--- config.mk ---
export PLATFORM = sky130hd
export DESIGN_NAME = battery_level_averager
export DESIGN_NICKNAME = d
export VERILOG_FILES = /design/src/hw/rtl/bla_pkg.sv /design/src/hw/rtl/battery_level_averager.sv /design/src/hw/rtl/bla_ring.sv /design/src/hw/rtl/bla_div.sv /design/src/hw/rtl/bla_pct.sv
export VERILOG_INCLUDE_DIRS = /design/src /design/src/hw/rtl
export SDC_FILE = /design/constraint.sdc
export NUM_CORES = 1
export LEC_CHECK = 0
export BUFFER_PORTS_ARGS = -buffer_cell sky130_fd_sc_hd__buf_2
export CORE_MARGIN = 8
export CORE_UTILIZATION = 50
export DETAILED_ROUTE_END_ITERATION = 10
export GPL_ROUTABILITY_DRIVEN = 0
export GPL_TIMING_DRIVEN = 0
export PLACE_DENSITY = 0.66
export SYNTH_ARGS = -nofsm -noshare
export SYNTH_HDL_FRONTEND = slang
export SYNTH_HIERARCHICAL = 1
export SYNTH_SLANG_ARGS = --single-unit
--- constraint.sdc ---
create_clock -name i_clk -period 16.8 [get_ports i_clk]
set_clock_uncertainty 0.2 [all_clocks]
set_input_delay 1.68 -clock i_clk [delete_from_list [all_inputs] [get_ports i_clk]]
set_output_delay 1.68 -clock i_clk [all_outputs]
set_load 0.01 [all_outputs]
--- src/hw/rtl/battery_level_averager_macros.svh ---
// assertion helpers for the battery level averager
`ifndef BATTERY_LEVEL_AVERAGER_MACROS_SVH
`define BATTERY_LEVEL_AVERAGER_MACROS_SVH

`ifndef SYNTHESIS

// checked only out of reset
`define BLA_CHECK(lbl, prop, msg) \
    lbl: assert property (@(posedge i_clk) disable iff (!i_rst_n) prop) else $error(msg);

// checked at every edge, reset included
`define BLA_CHECK_ALWAYS(lbl, prop, msg) \
    lbl: assert property (@(posedge i_clk) prop) else $error(msg);

`else

`define BLA_CHECK(lbl, prop, msg)
`define BLA_CHECK_ALWAYS(lbl, prop, msg)

`endif

`endif

--- src/hw/rtl/bla_pkg.sv ---
package bla_pkg;

    localparam int SAMPLE_W   = 12;
    localparam int MV_W       = 13;
    localparam int PCT_W      = 7;
    localparam int FILLED_W   = 4;

    localparam int ADC_REF_MV = 3300;
    localparam int MV_SCALE_W = 13;
    localparam logic [MV_SCALE_W-1:0] MV_SCALE = MV_SCALE_W'(ADC_REF_MV * 2);
    localparam int MV_SHIFT   = 12;
    localparam int MV_PROD_W  = SAMPLE_W + MV_SCALE_W;
    localparam logic [MV_PROD_W-1:0] MV_ROUND = MV_PROD_W'((1 << MV_SHIFT) / 2);

    localparam int LUT_POINTS = 10;
    localparam int SEG_W      = 4;
    localparam logic [MV_W-1:0] LUT_MV [LUT_POINTS] = '{
        13'd3000, 13'd3200, 13'd3450, 13'd3600, 13'd3700,
        13'd3800, 13'd3900, 13'd4000, 13'd4100, 13'd4200
    };
    localparam logic [PCT_W-1:0] LUT_PCT [LUT_POINTS] = '{
        7'd0, 7'd5, 7'd15, 7'd35, 7'd50, 7'd65, 7'd75, 7'd85, 7'd95, 7'd100
    };

    localparam int PCT_NUM_W  = 13;
    localparam int PCT_DEN_W  = 8;

    typedef struct packed {
        logic                 clamp;
        logic [PCT_W-1:0]     base;
        logic [PCT_NUM_W-1:0] num;
        logic [PCT_DEN_W-1:0] den;
    } t_pct_job;

endpackage

--- src/hw/rtl/battery_level_averager.sv ---
// Battery level averager. Each 12-bit converter sample is written into a ring
// memory of WINDOW entries; a running sum and a fill count saturating at
// WINDOW are kept beside it, and every transaction yields one result: the
// truncated mean of the samples held, that mean in battery millivolts
// ((mean*6600+2048)/4096) and a charge percentage interpolated from a
// ten-point voltage table, clamped to 0 and 100. One sample is in work at a
// time. The mean and then the table interpolation are formed by the one
// bit-serial divider, in N steps, N being max(12+clog2(WINDOW),13); the
// interpolation division is skipped when the voltage lies outside the table.
// The result sits in an output register, so the next sample is taken while
// it waits, in the same cycle as the result is offered; a finished result
// stalls in its last state while the output register still holds an unread
// one. The ring needs no clearing pass after reset.
module battery_level_averager
    import bla_pkg::*;
#(
    parameter int WINDOW = 8
) (
    input  logic                i_clk,
    input  logic                i_rst_n,
    input  logic                i_valid,
    output logic                o_ready,
    input  logic [SAMPLE_W-1:0] i_raw_sample,
    output logic                o_valid,
    input  logic                i_ready,
    output logic [SAMPLE_W-1:0] o_avg_raw,
    output logic [MV_W-1:0]     o_battery_mv,
    output logic [PCT_W-1:0]    o_charge_percent,
    output logic [FILLED_W-1:0] o_filled
);

`include "battery_level_averager_macros.svh"

    localparam int WP_W      = (WINDOW > 1) ? $clog2(WINDOW) : 1;
    localparam int FILL_W    = $clog2(WINDOW + 1);
    localparam int SUM_W     = SAMPLE_W + ((WINDOW > 1) ? $clog2(WINDOW) : 0);
    localparam int DIV_NUM_W = (SUM_W > PCT_NUM_W) ? SUM_W : PCT_NUM_W;
    localparam int DIV_DEN_W = (FILL_W > PCT_DEN_W) ? FILL_W : PCT_DEN_W;

    typedef enum logic [2:0] {
        S_IDLE,
        S_UPDATE,
        S_DIV_AVG,
        S_SCALE,
        S_LOOKUP,
        S_DIV_PCT,
        S_DONE
    } t_state;

    t_state              r_state;
    logic [WP_W-1:0]     r_wr_pos;
    logic [FILL_W-1:0]   r_fill;
    logic [SUM_W-1:0]    r_sum;
    logic [SAMPLE_W-1:0] r_sample;
    logic [SAMPLE_W-1:0] r_avg;
    logic [MV_W-1:0]     r_mv;
    logic [PCT_W-1:0]    r_base;
    logic [PCT_W-1:0]    r_pct;
    logic                r_out_valid;
    logic [SAMPLE_W-1:0] r_out_avg;
    logic [MV_W-1:0]     r_out_mv;
    logic [PCT_W-1:0]    r_out_pct;
    logic [FILLED_W-1:0] r_out_filled;

    logic [SAMPLE_W-1:0]  ring_rd_data;
    logic                 in_take;
    logic                 full;
    logic [SAMPLE_W-1:0]  old_sample;
    logic [SUM_W-1:0]     n_sum;
    logic [FILL_W-1:0]    n_fill;
    logic [WP_W-1:0]      n_wr_pos;
    logic [MV_PROD_W-1:0] mv_prod;
    logic [MV_W-1:0]      n_mv;
    t_pct_job             pct_job;
    logic                 div_start;
    logic [DIV_NUM_W-1:0] div_dividend;
    logic [DIV_DEN_W-1:0] div_divisor;
    logic                 div_done;
    logic [DIV_NUM_W-1:0] div_quo;
    logic                 div_wait;

    assign o_ready  = (r_state == S_IDLE);
    assign in_take  = i_valid && o_ready;
    assign div_wait = (r_state == S_DIV_AVG) || (r_state == S_DIV_PCT);

    bla_ring #(
        .DEPTH  (WINDOW),
        .ADDR_W (WP_W)
    ) u_ring (
        .i_clk     (i_clk),
        .i_rd_en   (in_take),
        .i_rd_addr (r_wr_pos),
        .o_rd_data (ring_rd_data),
        .i_wr_en   (r_state == S_UPDATE),
        .i_wr_addr (r_wr_pos),
        .i_wr_data (r_sample)
    );

    // an entry not yet written is never used: below full the old sample counts as zero
    always_comb begin
        full       = (r_fill == FILL_W'(WINDOW));
        old_sample = full ? ring_rd_data : '0;
        n_sum      = r_sum - SUM_W'(old_sample) + SUM_W'(r_sample);
        n_fill     = full ? r_fill : r_fill + 1'b1;
        n_wr_pos   = (r_wr_pos == WP_W'(WINDOW - 1)) ? '0 : r_wr_pos + 1'b1;
        mv_prod    = MV_PROD_W'(r_avg) * MV_PROD_W'(MV_SCALE);
        n_mv       = MV_W'((mv_prod + MV_ROUND) >> MV_SHIFT);
    end

    bla_pct u_pct (
        .i_mv  (r_mv),
        .o_job (pct_job)
    );

    always_comb begin
        div_start    = 1'b0;
        div_dividend = DIV_NUM_W'(pct_job.num);
        div_divisor  = DIV_DEN_W'(pct_job.den);
        if (r_state == S_UPDATE) begin
            div_start    = 1'b1;
            div_dividend = DIV_NUM_W'(n_sum);
            div_divisor  = DIV_DEN_W'(n_fill);
        end else if (r_state == S_LOOKUP) begin
            div_start = !pct_job.clamp;
        end
    end

    bla_div #(
        .NUM_W (DIV_NUM_W),
        .DEN_W (DIV_DEN_W)
    ) u_div (
        .i_clk      (i_clk),
        .i_rst_n    (i_rst_n),
        .i_start    (div_start),
        .i_dividend (div_dividend),
        .i_divisor  (div_divisor),
        .o_done     (div_done),
        .o_quotient (div_quo)
    );

    always_ff @(posedge i_clk) begin
        if (!i_rst_n) begin
            r_state     <= S_IDLE;
            r_wr_pos    <= '0;
            r_fill      <= '0;
            r_sum       <= '0;
            r_out_valid <= 1'b0;
        end else begin
            if (r_out_valid && i_ready && r_state != S_DONE) begin
                r_out_valid <= 1'b0;
            end
            unique case (r_state)
                S_IDLE: begin
                    if (i_valid) begin
                        r_sample <= i_raw_sample;
                        r_state  <= S_UPDATE;
                    end
                end
                S_UPDATE: begin
                    r_sum    <= n_sum;
                    r_fill   <= n_fill;
                    r_wr_pos <= n_wr_pos;
                    r_state  <= S_DIV_AVG;
                end
                S_DIV_AVG: begin
                    if (div_done) begin
                        r_avg   <= div_quo[SAMPLE_W-1:0];
                        r_state <= S_SCALE;
                    end
                end
                S_SCALE: begin
                    r_mv    <= n_mv;
                    r_state <= S_LOOKUP;
                end
                S_LOOKUP: begin
                    if (pct_job.clamp) begin
                        r_pct   <= pct_job.base;
                        r_state <= S_DONE;
                    end else begin
                        r_base  <= pct_job.base;
                        r_state <= S_DIV_PCT;
                    end
                end
                S_DIV_PCT: begin
                    if (div_done) begin
                        r_pct   <= r_base + div_quo[PCT_W-1:0];
                        r_state <= S_DONE;
                    end
                end
                S_DONE: begin
                    if (!r_out_valid || i_ready) begin
                        r_out_avg    <= r_avg;
                        r_out_mv     <= r_mv;
                        r_out_pct    <= r_pct;
                        r_out_filled <= FILLED_W'(r_fill);
                        r_out_valid  <= 1'b1;
                        r_state      <= S_IDLE;
                    end
                end
                default: begin
                    r_state <= S_IDLE;
                end
            endcase
        end
    end

    assign o_valid          = r_out_valid;
    assign o_avg_raw        = r_out_avg;
    assign o_battery_mv     = r_out_mv;
    assign o_charge_percent = r_out_pct;
    assign o_filled         = r_out_filled;

    `BLA_CHECK(a_fill_bound, r_fill <= FILL_W'(WINDOW), "fill count above window")
    `BLA_CHECK(a_empty_sum, (r_fill == '0) |-> (r_sum == '0), "sum nonzero with empty ring")
    `BLA_CHECK(a_take_update, in_take |=> (r_state == S_UPDATE), "accepted sample not updated")
    `BLA_CHECK(a_div_done_state, div_done |-> div_wait, "divider finished outside a wait state")
    `BLA_CHECK(a_pct_bound, o_valid |-> (o_charge_percent <= PCT_W'(100)), "charge above full scale")
    `BLA_CHECK_ALWAYS(a_reset_idle, !i_rst_n |=> (r_state == S_IDLE && !o_valid), "not idle after reset")

endmodule

--- src/hw/rtl/bla_ring.sv ---
module bla_ring
    import bla_pkg::*;
#(
    parameter int DEPTH  = 8,
    parameter int ADDR_W = (DEPTH > 1) ? $clog2(DEPTH) : 1
) (
    input  logic                i_clk,
    input  logic                i_rd_en,
    input  logic [ADDR_W-1:0]   i_rd_addr,
    output logic [SAMPLE_W-1:0] o_rd_data,
    input  logic                i_wr_en,
    input  logic [ADDR_W-1:0]   i_wr_addr,
    input  logic [SAMPLE_W-1:0] i_wr_data
);

    logic [SAMPLE_W-1:0] r_mem [DEPTH];
    logic [SAMPLE_W-1:0] r_rd_data;

    always_ff @(posedge i_clk) begin
        if (i_wr_en) begin
            r_mem[i_wr_addr] <= i_wr_data;
        end
        if (i_rd_en) begin
            r_rd_data <= r_mem[i_rd_addr];
        end
    end

    assign o_rd_data = r_rd_data;

endmodule

--- src/hw/rtl/bla_div.sv ---
module bla_div
    import bla_pkg::*;
#(
    parameter int NUM_W = 15,
    parameter int DEN_W = 8
) (
    input  logic             i_clk,
    input  logic             i_rst_n,
    input  logic             i_start,
    input  logic [NUM_W-1:0] i_dividend,
    input  logic [DEN_W-1:0] i_divisor,
    output logic             o_done,
    output logic [NUM_W-1:0] o_quotient
);

    localparam int CNT_W = $clog2(NUM_W + 1);

    logic             r_busy;
    logic             r_done;
    logic [CNT_W-1:0] r_cnt;
    logic [DEN_W-1:0] r_rem;
    logic [DEN_W-1:0] r_den;
    logic [NUM_W-1:0] r_quo;

    logic [DEN_W:0]   n_shift;
    logic             n_fit;
    logic [DEN_W:0]   n_diff;

    always_comb begin
        n_shift = {r_rem, r_quo[NUM_W-1]};
        n_fit   = (n_shift >= {1'b0, r_den});
        n_diff  = n_shift - {1'b0, r_den};
    end

    always_ff @(posedge i_clk) begin
        if (!i_rst_n) begin
            r_busy <= 1'b0;
            r_done <= 1'b0;
            r_cnt  <= '0;
        end else begin
            r_done <= 1'b0;
            if (i_start) begin
                r_busy <= 1'b1;
                r_cnt  <= CNT_W'(NUM_W);
                r_rem  <= '0;
                r_den  <= i_divisor;
                r_quo  <= i_dividend;
            end else if (r_busy) begin
                r_rem <= n_fit ? n_diff[DEN_W-1:0] : n_shift[DEN_W-1:0];
                r_quo <= {r_quo[NUM_W-2:0], n_fit};
                r_cnt <= r_cnt - 1'b1;
                if (r_cnt == CNT_W'(1)) begin
                    r_busy <= 1'b0;
                    r_done <= 1'b1;
                end
            end
        end
    end

    assign o_done     = r_done;
    assign o_quotient = r_quo;

endmodule

--- src/hw/rtl/bla_pct.sv ---
module bla_pct
    import bla_pkg::*;
(
    input  logic [MV_W-1:0] i_mv,
    output t_pct_job        o_job
);

    localparam int PROD_W = MV_W + PCT_W;

    logic [SEG_W-1:0]  seg;
    logic [SEG_W-1:0]  seg_lo;
    logic [MV_W-1:0]   span;
    logic [MV_W-1:0]   off;
    logic [PCT_W-1:0]  rise;
    logic [PROD_W-1:0] prod;
    logic              below;
    logic              above;

    always_comb begin
        seg = SEG_W'(LUT_POINTS - 1);
        for (int k = LUT_POINTS - 1; k >= 1; k--) begin
            if (i_mv <= LUT_MV[k]) begin
                seg = SEG_W'(k);
            end
        end
        seg_lo = seg - 1'b1;
        span   = LUT_MV[seg] - LUT_MV[seg_lo];
        off    = i_mv - LUT_MV[seg_lo];
        rise   = LUT_PCT[seg] - LUT_PCT[seg_lo];
        prod   = PROD_W'(off) * PROD_W'(rise);
        below  = (i_mv <= LUT_MV[0]);
        above  = (i_mv >= LUT_MV[LUT_POINTS-1]);

        o_job.clamp = below || above;
        priority if (below) begin
            o_job.base = LUT_PCT[0];
        end else if (above) begin
            o_job.base = LUT_PCT[LUT_POINTS-1];
        end else begin
            o_job.base = LUT_PCT[seg_lo];
        end
        o_job.num = PCT_NUM_W'(prod + PROD_W'(span >> 1));
        o_job.den = PCT_DEN_W'(span);
    end

endmodule
==> summary.md <==
| Metric | Value |
|---|---|
| Synth top area share | `37.2%` |
| Area of the multi-input gates | `9770 sq um` |
| Initial DRC count | `569` |
| Final net count | `just under 2000` |
| Antenna viol nets, final | `0` |
| Post-detailed-route wirelength per cell | `between 15 and 20 um` |
| Clk sink count | `between 200 and 300` |
| RSZ-0062 raised after global routing | `no` |
| CP max FO | `10` |
| DP HPWL | `30600 um` |
| DRT Pass-1 Iters | `5` |
| Post_cts resized | `0` |
| CTS H-tree lvls | `1` |
| Pin count of the biggest net entering global routing | `25` |
| Fill count | `3130` |
| Synth cell types | `99` |
| CTS tree | `built` |
| Async SR Flop Fraction | `0%` |
| Fin. Hold Viols | `0` |
| VDD IR max | `0.0999 mV` |
| Max incr delay on CP | `560 ps` |
| Synthesized area | `between 15000 and 20000 sq um` |
| Chip Width | `~210 um` |
| Top post-synthesis cells by area | `edfxtp_1, ha_1, fa_1` |
| Tightest Pin Transition | `between 1000 and 1500 ps` |
| Crit share post-route | `63.1%` |
| Slowest CP cell | `fa_1` |
| Setup TNS | `0 ps` |
| Die area | `42900 sq um` |
| FF/Latch Area | `approximately 7400 sq um` |
| Rows | `70` |
| N_diodes | `0` |
| Clk_lat worst skew | `570 ps` |
| Sequential share of the synthesized area | `40.7%` |
| Clk buf depth | `3` |
| Area grow syn2layout | `10.4%` |
| DRC viols | `0` |
| Outcome | `finished, final reports clean` |
| CTS Hold Bufs | `0` |
| # Post-CTS Setup Buffers | `0` |
| Max_cap viols | `0` |
| Final min period | `10610 ps` |
| Sw power | `0.00109 W` |
| Final wirelength | `approximately 40000 um` |
| Logic pwr share | `between 40% and 50%` |
| Vias per cell | `5.46` |
| Sequential power share | `28.4%` |
| WS Path Type | `reg -> reg` |
| Num CTS Buffers | `29` |
| Post-DP Area | `19200 sq um` |
| WP data arrival | `10720 ps` |
| Die Y | `207 um` |
| First-pass GRT wire length | `roughly 64000 um` |
| Slew HR | `6.46%` |
| Synth area leader | `edfxtp_1` |
| Final setup fails | `0` |
| Switch share | `37.8%` |
| Number of synthesized flops with an enable pin | `226` |
| Mapped Cells | `1613` |
| Main synth FF type | `edfxtp_1` |
| FF+latch count, synth | `258` |
| Hold Crit Class | `reg -> reg` |
| Total number of vias | `12000` |
| Synthesized area per cell | `roughly 11 sq um` |
| Initial Util | `50.3%` |
| CORE AREA | `about 36000 sq um` |
| Yosys warnings | `6` |
| Global route overflow | `0` |
| Startpoint types | `register` |
| Syn Nets | `about 1900` |
| Setup crit end kind | `register` |
| Clk network pwr share | `22.1%` |
| Share of cells above drive strength 1 | `11.8%` |
| Leak | `8.33 nW` |
| Power Dens Cells | `between 100 and 150 nW/um^2` |
| Tot GR Track Use | `18.0%` |
| Fmax | `94.3 MHz` |
| PortBufs | `53` |
| Most common cell in the netlist | `edfxtp_1` |
| Root buffer cell | `clkbuf_16` |
| Vias in the first global route | `12400` |
| Cell area after layout | `around 20000 sq um` |
| Internal power | `0.00180 W` |
| Final Max Tran Viols | `0` |
| Initial antenna violation count | `0` |
| Clock-pin transition on the worst setup and hold timing paths | `60 ps` |
| WP data required | `about 17000 ps` |
| Io pins | `54` |
| Top cells by count, synth | `edfxtp_1, inv_1, ha_1` |
critical path: cells and delay by family (launching register included):
kind / cells / cell delay (ps)
compound gates: 12 / 2830
xor+xnor: 4 / 1000
fa+ha+maj: 8 / 3390
buf+inv: 7 / 950
flops: 1 / 450
mux: 1 / 250
simple gates: 8 / 1280
logic make-up (layout without fill, tap and decap cells):
kind of cell               Yosys count  after routing  synth area share (%)
DFF                                258            258                  40.7
and+or+nand+nor                    424            424                  11.6
adders and majority gates          259            259                  21.6
AOI/OAI and AO/OA                  257            257                  10.1
other                                1              1                0.0206
muxes                               56             56                  5.36
xor gates and xnor gates            96             96                  4.76
buffers and inverters              262            372                  5.82
placed cells by master (no fill, tap or decap), types with 5 or more instances in the layout:
| cell | synthesis | routed |
|---|---|---|
| nand2b_1 | 23 | 23 |
| nor2_1 | 105 | 105 |
| fa_1 | 94 | 94 |
| nand4_1 | 7 | 7 |
| o21a_1 | 19 | 19 |
| clkbuf_1 | 25 | 29 |
| xor2_1 | 25 | 25 |
| a21o_1 | 20 | 20 |
| nor2b_1 | 21 | 21 |
| ha_1 | 165 | 165 |
| clkbuf_16 | 0 | 29 |
| a21boi_0 | 20 | 20 |
| o21bai_1 | 8 | 8 |
| and2_1 | 42 | 42 |
| buf_6 | 9 | 13 |
| inv_1 | 221 | 221 |
| a211oi_1 | 6 | 6 |
| or3_1 | 6 | 6 |
| mux4_1 | 21 | 21 |
| nand3_1 | 20 | 20 |
| buf_2 | 3 | 56 |
| o21ai_0 | 58 | 58 |
| nand2_1 | 130 | 130 |
| a21oi_1 | 50 | 50 |
| o22ai_1 | 5 | 5 |
| and3_1 | 10 | 10 |
| or2_2 | 6 | 6 |
| nor3_2 | 4 | 6 |
| dfxtp_1 | 32 | 32 |
| mux2_2 | 31 | 31 |
| xnor2_1 | 69 | 69 |
| edfxtp_1 | 226 | 226 |
| nor3_1 | 20 | 18 |
path summary, 6_finish.rpt:
kind,start,to,slack [ps],depth (start not counted)
worst max-delay path,r_mv[6],u_div/o_quotient[12],6190,40
worst min-delay path,r_pct[4],o_charge_percent[4],220,0
worst max register to register,r_mv[6],u_div/o_quotient[12],6190,40
worst min register to register,r_pct[4],o_charge_percent[4],220,0
area by class of cell:
| type | count | share of cell area [%] |
|---|---|---|
| multi-input combinational | 1093 | 48.5 |
| sequential | 258 | 36.9 |
| inverter | 222 | 4.14 |
| clock buffer | 33 | 3.68 |
| tap | 468 | 2.91 |
| timing repair buffer | 58 | 1.62 |
| buffer | 40 | 1.14 |
| clock inverter | 19 | 1.08 |
power groups by stage:
stage	Sequential, W	Combinational (W)	Clock, W
2_1_floorplan	0.000818	0.00110	0
3_3_place_gp	0.000831	0.00142	0
3_5_place_dp	0.000833	0.00145	0
4_1_cts	0.000820	0.00146	0.000654
5_1_grt	0.000827	0.00162	0.000677
6_report	0.000820	0.00143	0.000639
per-stage QoR:
step                utilization (%)  hold WS (ps)  worst slack, ps  power (W)  instances
global placement               52.7           205             6290    0.00225       2134
global route                   55.5           229             5620    0.00313       2191
finish                         55.5           218             6190    0.00289       2191
detailed placement             52.9           206             6300    0.00228       2139
CTS                            55.5           221             6230    0.00293       2191
floorplan                         -           200             7570    0.00191       1613
state kept, by name, indices dropped and copies added (netlist names):
| name | cells |
|---|---|
| u_ring/r_mem | 96 |
| r_sum | 15 |
| u_div/o_quotient | 15 |
| o_battery_mv | 13 |
| r_mv | 13 |
| o_avg_raw | 12 |
| r_avg | 12 |
| r_sample | 12 |
| u_ring/o_rd_data | 12 |
| u_div/r_den | 8 |
| u_div/r_rem | 8 |
| o_charge_percent | 7 |
| r_base | 7 |
| r_pct | 7 |
| o_filled | 4 |
| r_fill | 4 |
| u_div/r_cnt | 4 |
| r_state | 3 |
| r_wr_pos | 3 |
| o_valid | 1 |
| u_div/o_done | 1 |
| u_div/r_busy | 1 |
routing by layer:
layer / vias up / GRT usage (%) / share of wire [%]
li1: 5785 / - / -
met1: 5840 / 22.8 / 44
met2: 263 / 31.5 / 49
met3: 75 / 2.42 / 3.7
met4: 0 / 6.06 / 3.1
met5: - / 0 / 0
Power figures use the tool's default switching activity.
